**config.mk**
```make
export PLATFORM = sky130hd
export DESIGN_NAME = threshold_list_quantizer
export DESIGN_NICKNAME = d
export VERILOG_FILES = /design/src/design/tlq_pkg.sv /design/src/design/tlq_thr_bank.sv /design/src/design/threshold_list_quantizer.sv
export VERILOG_INCLUDE_DIRS = /design/src /design/src/design
export SDC_FILE = /design/constraint.sdc
export NUM_CORES = 2
export LEC_CHECK = 0
export BUFFER_PORTS_ARGS = -buffer_cell sky130_fd_sc_hd__buf_2
export CORE_ASPECT_RATIO = 1.2
export CORE_UTILIZATION = 54
export DETAILED_ROUTE_END_ITERATION = 7
export PLACE_DENSITY = 0.84
export SYNTH_ARGS = -nofsm -noshare
export SYNTH_HDL_FRONTEND = slang
export SYNTH_SLANG_ARGS = --single-unit
export TNS_END_PERCENT = 5
```
**constraint.sdc**
```tcl
create_clock -name clk -period 4.92 [get_ports clk]
set_clock_uncertainty 0.1 [all_clocks]
set_input_delay 0.738 -clock clk [delete_from_list [all_inputs] [get_ports clk]]
set_output_delay 0.738 -clock clk [all_outputs]
set_load 0.02 [all_outputs]
```
**src/design/assert_macros.svh**
```systemverilog
`ifndef ASSERT_MACROS_SVH
`define ASSERT_MACROS_SVH

// Checked on every rising edge of clk, quiet while arst_n is low.
`define TLQ_ASSERT(lbl, prop, msg) \
	lbl: assert property (@(posedge clk) disable iff (!arst_n) prop) else $error(msg);

// Same, written as an antecedent and a consequent on the same edge.
`define TLQ_ASSERT_IMPL(lbl, ante, cons, msg) \
	lbl: assert property (@(posedge clk) disable iff (!arst_n) (ante) |-> (cons)) \
		else $error(msg);

`endif

```
**src/design/tlq_pkg.sv**
```systemverilog
`timescale 1ns / 1ps

package tlq_pkg;

	localparam int SAMPLE_WIDTH = 32;
	localparam int IDX_W        = 5;
	localparam int CNT_W        = 5;
	localparam int STEP_W       = 5;
	localparam int IN_TDATA_W   = 40;
	localparam int OUT_TDATA_W  = 40;
	localparam int APB_ADDR_W   = 3;
	localparam int APB_DATA_W   = 32;
	localparam int GRP_SIZE     = 8;
	localparam int GRP_CNT_W    = 4;

	typedef enum logic [1:0] {
		ACT_QUANT = 2'd0,
		ACT_THR   = 2'd1,
		ACT_LVL   = 2'd2
	} action_t;

	typedef enum logic {
		REG_THR_COUNT     = 1'b0,
		REG_CUSTOM_LEVELS = 1'b1
	} reg_idx_t;

	typedef struct packed {
		logic                    en;
		logic [IDX_W-1:0]        idx;
		logic [SAMPLE_WIDTH-1:0] data;
	} thr_wr_t;

endpackage

```
**src/design/tlq_thr_bank.sv**
```systemverilog
`timescale 1ns / 1ps

module tlq_thr_bank import tlq_pkg::*; #(
	parameter int MAX_THRESHOLDS = 16
) (
	input  logic                      clk,
	input  logic                      arst_n,
	input  thr_wr_t                   wr,
	input  logic [CNT_W-1:0]          count,
	input  logic [SAMPLE_WIDTH-1:0]   sample,
	output logic [MAX_THRESHOLDS-1:0] below
);

	logic [SAMPLE_WIDTH-1:0] thr_q [MAX_THRESHOLDS];
	logic [31:0]             n_act;

	always_ff @(posedge clk or negedge arst_n) begin
		if (!arst_n) begin
			for (int i = 0; i < MAX_THRESHOLDS; i++) begin
				thr_q[i] <= '0;
			end
		end else if (wr.en) begin
			for (int i = 0; i < MAX_THRESHOLDS; i++) begin
				if (32'(wr.idx) == 32'(i)) begin
					thr_q[i] <= wr.data;
				end
			end
		end
	end

	// count saturates at the table depth
	assign n_act = (32'(count) > 32'(MAX_THRESHOLDS)) ? 32'(MAX_THRESHOLDS) : 32'(count);

	always_comb begin
		for (int i = 0; i < MAX_THRESHOLDS; i++) begin
			below[i] = (32'(i) < n_act) && ($signed(thr_q[i]) < $signed(sample));
		end
	end

endmodule

```
**src/design/threshold_list_quantizer.sv**
```systemverilog
// Threshold-list quantizer. Each input word either writes a threshold
// (action 1), writes an output level (action 2), or quantizes a signed
// Q16.16 sample (action 0); only samples produce an output word, carrying
// the count k of active thresholds below the sample and either level[k]
// or k in Q16.16. One word per clock is sustained while m_tready does not
// hold the output; a sample's result passes the registered parallel
// threshold compare, two registered popcount stages, the registered read
// of the level memory and the output register. A threshold write affects
// the next word; level entries must be written before a sample reads them.
`timescale 1ns / 1ps

module threshold_list_quantizer import tlq_pkg::*; #(
	parameter int MAX_THRESHOLDS = 16
) (
	input  logic                   clk,
	input  logic                   arst_n,
	input  logic                   s_tvalid,
	output logic                   s_tready,
	input  logic [IN_TDATA_W-1:0]  s_tdata,  // action[1:0], entry_index[6:2], value[38:7]
	output logic                   m_tvalid,
	input  logic                   m_tready,
	output logic [OUT_TDATA_W-1:0] m_tdata,  // level_out[31:0], step_index[36:32]
	input  logic                   psel,
	input  logic                   penable,
	input  logic                   pwrite,
	input  logic [APB_ADDR_W-1:0]  paddr,
	input  logic [APB_DATA_W-1:0]  pwdata,
	output logic [APB_DATA_W-1:0]  prdata,
	output logic                   pready
);

	`include "assert_macros.svh"

	localparam int LEVEL_DEPTH = MAX_THRESHOLDS + 1;
	localparam int K_W         = $clog2(MAX_THRESHOLDS + 1);
	localparam int GRP_N       = (MAX_THRESHOLDS + GRP_SIZE - 1) / GRP_SIZE;

	// config
	logic [CNT_W-1:0] count_q;
	logic             custom_q;

	assign pready = 1'b1;

	always_ff @(posedge clk or negedge arst_n) begin
		if (!arst_n) begin
			count_q  <= CNT_W'(1);
			custom_q <= 1'b0;
		end else if (psel && penable && pwrite && pready) begin
			case (reg_idx_t'(paddr[2]))
				REG_THR_COUNT:     count_q  <= pwdata[CNT_W-1:0];
				REG_CUSTOM_LEVELS: custom_q <= pwdata[0];
				default: ;
			endcase
		end
	end

	always_comb begin
		case (reg_idx_t'(paddr[2]))
			REG_THR_COUNT:     prdata = APB_DATA_W'(count_q);
			REG_CUSTOM_LEVELS: prdata = APB_DATA_W'(custom_q);
			default:           prdata = '0;
		endcase
	end

	// input unpack
	logic [1:0]              s_action;
	logic [IDX_W-1:0]        s_idx;
	logic [SAMPLE_WIDTH-1:0] s_value;
	logic                    s_acc;

	assign s_action = s_tdata[1:0];
	assign s_idx    = s_tdata[IDX_W+1:2];
	assign s_value  = s_tdata[SAMPLE_WIDTH+IDX_W+1:IDX_W+2];
	assign s_acc    = s_tvalid && s_tready;

	// threshold bank
	thr_wr_t                   thr_wr;
	logic [MAX_THRESHOLDS-1:0] below;

	assign thr_wr.en   = s_acc && (s_action == ACT_THR);
	assign thr_wr.idx  = s_idx;
	assign thr_wr.data = s_value;

	tlq_thr_bank #(
		.MAX_THRESHOLDS(MAX_THRESHOLDS)
	) u_thr_bank (
		.clk    (clk),
		.arst_n (arst_n),
		.wr     (thr_wr),
		.count  (count_q),
		.sample (s_value),
		.below  (below)
	);

	// stage payloads
	logic                    smp_s1, smp_s2, smp_s3;
	logic                    wok_s1, wok_s2, wok_s3;
	logic [K_W-1:0]          wa_s1, wa_s2, wa_s3;
	logic [SAMPLE_WIDTH-1:0] wd_s1, wd_s2, wd_s3;
	logic [GRP_N*GRP_SIZE-1:0] cmp_next, cmp_s1;
	logic [GRP_CNT_W-1:0]    grp_next [GRP_N];
	logic [GRP_CNT_W-1:0]    grp_s2 [GRP_N];
	logic [K_W-1:0]          k_next, k_s3, k_s4;
	logic [SAMPLE_WIDTH-1:0] rd_q;
	logic [SAMPLE_WIDTH-1:0] level_q;
	logic [STEP_W-1:0]       step_q;

	// pipeline control
	logic v_s1, v_s2, v_s3, v_s4, out_v_q;
	logic r1, r2, r3, r4, r_out;

	assign r_out    = !out_v_q || m_tready;
	assign r4       = !v_s4 || r_out;
	assign r3       = !v_s3 || r4;
	assign r2       = !v_s2 || r3;
	assign r1       = !v_s1 || r2;
	assign s_tready = r1;

	logic enter;
	assign enter = s_acc && ((s_action == ACT_QUANT) || (s_action == ACT_LVL));

	always_ff @(posedge clk or negedge arst_n) begin
		if (!arst_n) begin
			v_s1    <= 1'b0;
			v_s2    <= 1'b0;
			v_s3    <= 1'b0;
			v_s4    <= 1'b0;
			out_v_q <= 1'b0;
		end else begin
			if (r1) v_s1 <= enter;
			if (r2) v_s2 <= v_s1;
			if (r3) v_s3 <= v_s2;
			if (r4) v_s4 <= v_s3 && smp_s3;
			if (r_out) out_v_q <= v_s4;
		end
	end

	always_comb begin
		cmp_next = '0;
		for (int i = 0; i < MAX_THRESHOLDS; i++) begin
			cmp_next[i] = below[i];
		end
	end

	always_comb begin
		for (int g = 0; g < GRP_N; g++) begin
			grp_next[g] = '0;
			for (int b = 0; b < GRP_SIZE; b++) begin
				grp_next[g] = grp_next[g] + GRP_CNT_W'(cmp_s1[g*GRP_SIZE+b]);
			end
		end
	end

	always_comb begin
		k_next = '0;
		for (int g = 0; g < GRP_N; g++) begin
			k_next = k_next + K_W'(grp_s2[g]);
		end
	end

	always_ff @(posedge clk) begin
		if (r1) begin
			smp_s1 <= (s_action == ACT_QUANT);
			wok_s1 <= (32'(s_idx) < 32'(LEVEL_DEPTH));
			wa_s1  <= K_W'(s_idx);
			wd_s1  <= s_value;
			cmp_s1 <= cmp_next;
		end
		if (r2) begin
			smp_s2 <= smp_s1;
			wok_s2 <= wok_s1;
			wa_s2  <= wa_s1;
			wd_s2  <= wd_s1;
			grp_s2 <= grp_next;
		end
		if (r3) begin
			smp_s3 <= smp_s2;
			wok_s3 <= wok_s2;
			wa_s3  <= wa_s2;
			wd_s3  <= wd_s2;
			k_s3   <= k_next;
		end
		if (r4) begin
			k_s4 <= k_s3;
		end
		if (r_out && v_s4) begin
			level_q <= custom_q ? rd_q : SAMPLE_WIDTH'({k_s4, 16'b0});
			step_q  <= STEP_W'(k_s4);
		end
	end

	// level memory: writes and reads both issue from s3, in order
	logic [SAMPLE_WIDTH-1:0] lvl_mem [LEVEL_DEPTH];
	logic                    mem_we, mem_re;

	assign mem_we = v_s3 && r4 && !smp_s3 && wok_s3;
	assign mem_re = v_s3 && r4 && smp_s3;

	always_ff @(posedge clk) begin
		if (mem_we) begin
			lvl_mem[wa_s3] <= wd_s3;
		end
		if (mem_re) begin
			rd_q <= lvl_mem[k_s3];
		end
	end

	assign m_tvalid = out_v_q;
	assign m_tdata  = OUT_TDATA_W'({step_q, level_q});

	`TLQ_ASSERT_IMPL(a_step_range, m_tvalid, 32'(step_q) <= 32'(MAX_THRESHOLDS), "step index above table depth")
	`TLQ_ASSERT_IMPL(a_plain_level, m_tvalid && !custom_q, level_q == SAMPLE_WIDTH'({step_q, 16'b0}), "plain level differs from step")
	`TLQ_ASSERT(a_thr_no_result, s_acc && (s_action == ACT_THR) |=> !v_s1, "threshold write entered pipeline")

endmodule
```
# Yosys cells after proc, flatten, opt, wreduce, memory -nomap -nowiden
# Memories as Yosys holds them, arrays and structs flattened. A register that Yosys moved wholly into a read port is not among the register bits.
# Cells that the tools add are included.
[totals] register_bits=711 latchBits=0 ramBits=544 rom_bits=0 inputBits=82 output_inout_bits=75 mem_count=1
[memory_table] name="lvl_mem" words=17 word_bits=32 rd=1 rd_ports_with_merged_regs=1 write_ports=1 line_no="threshold_list_quantizer.sv:193" rtl="logic [SAMPLE_WIDTH-1:0] lvl_mem [LEVEL_DEPTH];"
[classes] n_addsub=15 mul=0 n_div=0 order_cmp=34 n_eq_ne=17 n_shift=0 muxes=5 bitwise=1 n_reduce_logical=59
[ops] operator="less-than comparator 32 bit" n=16
[ops] operator="less-than comparator 4 x 32 -> 1 bit (first input constant)" n=8
[ops] operator="less-than comparator 3 x 32 -> 1 bit (first input constant)" n=4
[ops] operator="less-than comparator 1 x 32 -> 1 bit (first input constant)" n=2
[ops] operator="less-than comparator 2 x 32 -> 1 bit (first input constant)" n=2
[ops] operator="one-hot mux 32 bit (2 select lines)" n=1
[ops] operator="equality test 5 x 4 -> 1 bit (second input constant)" n=8
[ops] operator="AND reduction 2 bit" n=18
[ops] operator="adder 4 x 1 -> 4 bit" n=8
[ops] operator="logical AND 1 bit" n=27
[ops] operator="2-to-1 mux 21 bit" n=1
[ops] operator="equality test 5 x 3 -> 1 bit (second input constant)" n=4
[ops] operator="equality test 5 x 2 -> 1 bit (second input constant)" n=2
[ops] operator="adder 3 x 1 -> 4 bit" n=2
[ops] operator="adder 2 x 1 -> 3 bit" n=2
[ops] operator="logical NOT 1 bit" n=6
[ops] operator="logical OR 1 bit" n=6
[ops] operator="adder 4 x 4 -> 5 bit" n=1
[ops] operator="equality test 5 x 1 -> 1 bit (second input constant)" n=1
[ops] operator="greater-than comparator 5 bit (second input constant)" n=1
[ops] operator="logical NOT 5 bit" n=1
[ops] operator="less-than comparator 5 bit (second input constant)" n=1
[ops] operator="2-to-1 mux 5 bit" n=1
[ops] operator="adder 1 x 1 -> 2 bit" n=2
[ops] operator="other kinds (5)" n=6

# Longest topological paths before layout
[depth] word_depth=9 mapped_depth=10

# By module
# From an unflattened synthesis, not the netlist that was laid out.
[hier_totals] cells_unflattened=3767 area_unflattened_um2=59155.5
[modules_own_cells] mod="tlq_thr_bank" n_inst=1 cells_each=2494 area_each_um2=30092.6 seq_area_each_um2=12812.3
[modules_own_cells] mod="threshold_list_quantizer" n_inst=1 cells_each=1273 area_each_um2=29062.9 seq_area_each_um2=23218.5

# Worst setup path before layout
# No wires, ideal clock.
[synth_timing] path_type="input port to flip-flop" start="in m_tready" end="mem lvl_mem[0][0] (enable)" setup_time_ns=0.513 t_arrival_ns=4.659 t_required_ns=4.307 path_slack_ns=-0.352 path_stages=5 n_path_buf=0 path_cell_list="nand2b_1 > nor2_1 > inv_1 > nand4b_1 > nor4b_1"
[synth_via] elab_chain_cells=7
[synth_rtl] element="start, declared" line_no="threshold_list_quantizer.sv:21" rtl="input logic m_tready,"
[synth_rtl] element="logical OR 1 bit" line_no="threshold_list_quantizer.sv:112" rtl="assign r_out = !out_v_q || m_tready;"
[synth_rtl] element="logical OR 1 bit" line_no="threshold_list_quantizer.sv:113" rtl="assign r4 = !v_s4 || r_out;"
[synth_rtl] element="via r4" line_no="threshold_list_quantizer.sv:110" rtl="logic r1, r2, r3, r4, r_out;"
[synth_rtl] element="logical AND 1 bit (3 in series)" line_no="threshold_list_quantizer.sv:196" rtl="assign mem_we = v_s3 && r4 && !smp_s3 && wok_s3;"
[synth_rtl] element="2-to-1 mux 1 bit" line_no="threshold_list_quantizer.sv:200" rtl="if (mem_we) begin"
[synth_rtl] element="2-to-1 mux 1 bit (implied by the code)" line_no="threshold_list_quantizer.sv:201" rtl="lvl_mem[wa_s3] <= wd_s3;"
[synth_rtl] element="end, declared" line_no="threshold_list_quantizer.sv:193"
# The timed path passes the listed nets, and every way through them passes these cells.

# Worst setup path in the final report
[layout_timing] start="reg out_v_q, in the netlist m_tvalid" end="out s_tready"
[layout_via] elab_chain_cells=6
[layout_rtl] element="start, declared" line_no="threshold_list_quantizer.sv:109" rtl="logic v_s1, v_s2, v_s3, v_s4, out_v_q;"
[layout_rtl] element="start signal, assigned" line_no="threshold_list_quantizer.sv:134" rtl="if (r_out) out_v_q <= v_s4;"
[layout_rtl] element="logical NOT 1 bit" line_no="threshold_list_quantizer.sv:112"
[layout_rtl] element="logical OR 1 bit" line_no="threshold_list_quantizer.sv:112"
[layout_rtl] element="logical OR 1 bit" line_no="threshold_list_quantizer.sv:113"
[layout_rtl] element="logical OR 1 bit" line_no="threshold_list_quantizer.sv:114" rtl="assign r3 = !v_s3 || r4;"
[layout_rtl] element="logical OR 1 bit" line_no="threshold_list_quantizer.sv:115" rtl="assign r2 = !v_s2 || r3;"
[layout_rtl] element="logical OR 1 bit" line_no="threshold_list_quantizer.sv:116" rtl="assign r1 = !v_s1 || r2;"
[layout_rtl] element="end, declared" line_no="threshold_list_quantizer.sv:18" rtl="output logic s_tready,"
# Every way passes these cells.

==> PnR_summary.wiki <==
{| class="wikitable"
! Metric !! Value
|-
| Critical Path End Type || output pin
|-
| Wire length of the first global-routing pass || 213 mm
|-
| Outcome || finished, violations left
|-
| Worst flop-to-flop path endpoint || lvl_mem[14][20]
|-
| Critical R2R Launch || m_tvalid
|-
| Failing checks || negative hold slack
|-
| Achievable frequency || 0.274 GHz
|-
| Max-capacitance violation count || 0
|-
| Remaining routing DRC violations || 0
|-
| Worst relative slew slack || 29.3%
|-
| Die width || 303 um
|-
| DP Wirelength || 87.0 mm
|-
| H-tree lvl count || 3
|-
| Final period demand of the worst path || 3.64 ns
|-
| Yosys warning count || 0
|-
| Async SR Flop Fraction || 40.6%
|-
| Cell area after synthesis || 58,700 um2
|-
| Library cell with the largest summed area after synthesis || sky130_fd_sc_hd__edfxtp_1
|-
| CTS Hold Buffers Added || 0
|-
| Clock Path Buffers || 3
|-
| Top cells by area, synth || sky130_fd_sc_hd__edfxtp_1, sky130_fd_sc_hd__dfrtp_1, sky130_fd_sc_hd__ha_1, sky130_fd_sc_hd__mux2_2, sky130_fd_sc_hd__mux4_2
|-
| Share of final-layout standard cells stronger than drive strength 1 || 27.7%
|-
| Critical Setup Path Class || register to output pin
|-
| Flops & latches, synth || 1,287
|-
| Synthesized instance count || 3,660
|-
| Setup TNS || 0 ns
|-
| RSZ-0062 raised after global routing || no
|-
| Die Ht || 363 um
|-
| Largest net degree at the start of global routing || 130
|-
| Final nets || 4,443
|-
| Largest driver fanout on the critical path || 10
|-
| Static power due to leakage || 0.0279 uW
|-
| R2R cell count || 8
|-
| Synth Flop Type || sky130_fd_sc_hd__edfxtp_1
|-
| Total power per unit cell area || 410 nW/um2
|-
| Sequential fraction of the synthesis area || 61.4%
|-
| Initial Util || 54.4%
|-
| Placer Congestion || 0.866
|-
| Sum of routed wire length over all layers || 141 mm
|-
| Core Box Area || 108,000 um2
|-
| Placement row count || 132
|-
| Total GRT Usage || 26.1%
|-
| Total of endpoints with negative setup slack in the final report || 0
|-
| Initial antenna violation count || 6
|-
| TritonCTS clock tree || done
|-
| Tightest Pin Transition || 1.06 ns
|-
| # resized after CTS || 0
|-
| Arrival time reported for the critical path endpoint || 2.81 ns
|-
| Overflow left after global routing || 0
|-
| Final count of hold timing violations || 24
|-
| Input/output buffers || 95
|-
| Vias/cell || 6.24
|-
| Wire per inst || 26.3 um
|-
| PnR Total Power || 26,800 uW
|-
| Reg clk slew, reported paths || 0.06 ns
|-
| Die footprint || 110,000 um2
|-
| Period Utilization, post-route || 74.1%
|-
| Synth Area per Inst || 16.0 um2
|-
| Number of iterations in the first detailed-routing pass || 5
|-
| Layout Area Growth over Synthesis || 11.3%
|-
| Drt initial violations || 2,780
|-
| Cell chosen for the clock root || sky130_fd_sc_hd__clkbuf_16
|-
| Skew-Pair Late Insertion Delay || 0.73 ns
|-
| Total clock buffers created by CTS || 118
|-
| Number of library cell types mapped by synthesis || 62
|-
| Worst vdd ir || 379 uV
|-
| Path class of the lowest-slack min-delay path || input port to asynchronous set/reset pin
|-
| Vias after detailed routing || 33,400
|-
| Flop2flop setup slack || 1.28 ns
|-
| Number of enable-type register cells in the synthesized netlist || 764
|-
| Number of setup buffers added after CTS || 0
|-
| Crit path launch type || register
|-
| Required time at the endpoint of the critical path || 4.08 ns
|-
| Top-Level Pins || 157
|-
| Post-route worst hold slack || -0.0660 ns
|-
| Pins Over Slew Limit || 0
|-
| Number of sinks handled by clock tree synthesis || 1,287
|-
| Number of inserted filler cells in the final layout || 7,662
|-
| Via count of the first global-routing pass || 34,900
|-
| DRT antenna net count || 0
|-
| Share of the synthesized area in the top cell type || 39.1%
|}
==> report_power, final <==
part / internal (uW) / total [uW] / switching [uW]
sequential: 12200 / 12600 / 410
combinational: 2460 / 4890 / 2430
clock: 5250 / 9300 / 4050
total: 19900 / 26800 / 6900
==> cell usage in the layout, fill, tap and decap left out, types with 43 or more instances in the layout <==
cell	synthesis	layout
sky130_fd_sc_hd__edfxtp_1	764	764
sky130_fd_sc_hd__o21ai_0	75	75
sky130_fd_sc_hd__buf_4	33	89
sky130_fd_sc_hd__clkbuf_16	0	119
sky130_fd_sc_hd__dfrtp_1	522	522
sky130_fd_sc_hd__nand2_1	143	142
sky130_fd_sc_hd__ha_1	506	506
sky130_fd_sc_hd__nor2_1	94	76
sky130_fd_sc_hd__nand3_1	46	43
sky130_fd_sc_hd__inv_1	57	57
sky130_fd_sc_hd__nand4_1	46	46
sky130_fd_sc_hd__mux4_2	160	160
sky130_fd_sc_hd__a21oi_1	183	183
sky130_fd_sc_hd__buf_2	58	94
sky130_fd_sc_hd__mux2_2	521	521
==> registers in the layout, indices dropped and copies added, names as in the netlist, 5 cells and up <==
signal,flops
lvl_mem,544
u_thr_bank.thr_q,512
level_q,32
rd_q,32
wd_s1,32
wd_s2,32
wd_s3,32
cmp_s1,16
grp_s2,8
count_q,5
k_s3,5
k_s4,5
step_q,5
wa_s1,5
wa_s2,5
wa_s3,5
==> worst max-delay path: stages (launching register included) <==
cell and delay (ns):
sky130_fd_sc_hd__dfrtp_1 0.38, sky130_fd_sc_hd__nand2b_1 0.15, sky130_fd_sc_hd__nor2_1 0.36, sky130_fd_sc_hd__nand4_1 0.55, sky130_fd_sc_hd__buf_4 0.43, sky130_fd_sc_hd__buf_2 0.20
==> worst max path at each step <==
stage / startpoint / endpoint / slack [ns] / cells past startpoint
floorplan: m_tready / u_thr_bank.thr_q[69] / 0.32 / 8
global placement: s_tdata[21] / cmp_s1[2] / 0.75 / 10
detailed placement: s_tdata[21] / cmp_s1[2] / 0.71 / 10
CTS: m_tvalid / s_tready / 1.27 / 5
global route: m_tvalid / s_tready / 1.15 / 5
finish: m_tvalid / s_tready / 1.28 / 5
==> final cells by class <==
class                   instances  area [um2]  area share, %
flip-flops and latches       1287       36000           55.1
multi-input cells            2184       21900           33.6
clock buffers                 161        3320           5.07
well taps                    1407        1760           2.69
repair buffers                198        1430           2.19
clock inverters                60         639          0.979
inverters                      57         214          0.327
diodes                          1        2.50        0.00383
==> metrics by stage <==
step                util (%)  cells  setup slack [ns]  area (um2)
floorplan                  -   3689             0.324       58800
global placement        56.9   5133             0.745       61400
detailed placement      56.9   5133             0.712       61400
CTS                     60.6   5354              1.27       65300
global route            60.6   5354              1.15       65300
finish                  60.6   5355              1.28       65300
==> synth_stat cells (all sizes together), types with 7 or more instances <==
cell type / n
a211oi: 17
dfrtp: 522
o211ai: 13
mux2: 557
o21ai: 75
a221oi: 23
or4: 7
a2111oi: 11
nand4: 46
nor3: 22
clkbuf: 58
a221o: 14
fa: 9
and4: 38
nand2b: 18
a21oi: 183
mux4: 160
xor2: 11
and2: 41
buf: 103
nor4: 10
nor2b: 16
nand2: 143
o21a: 15
ha: 506
inv: 57
edfxtp: 764
nor2: 94
nand3: 46
a21o: 37
==> cells by family after synthesis <==
kind of cell	Yosys count	share of synthesized area (%)
AND/OR/NAND/NOR	497	4.38
AO/OA/AOI/OAI	409	4.30
other	2	0.0128
flip-flops	1287	61.4
XOR/XNOR	13	0.194
buffers and inverters	218	1.76
multiplexers	719	16.9
adder cells (fa/ha/maj)	515	11.1
==> metal layers <==
metal,vias up,share of wire (%),track usage (%)
met1,17200,38,32.2
met2,1322,52,45.7
met3,334,6.2,3.97
met5,-,0.048,0
li1,14500,-,-
met4,10,4.1,10.6
Power figures use the tool's default switching activity.
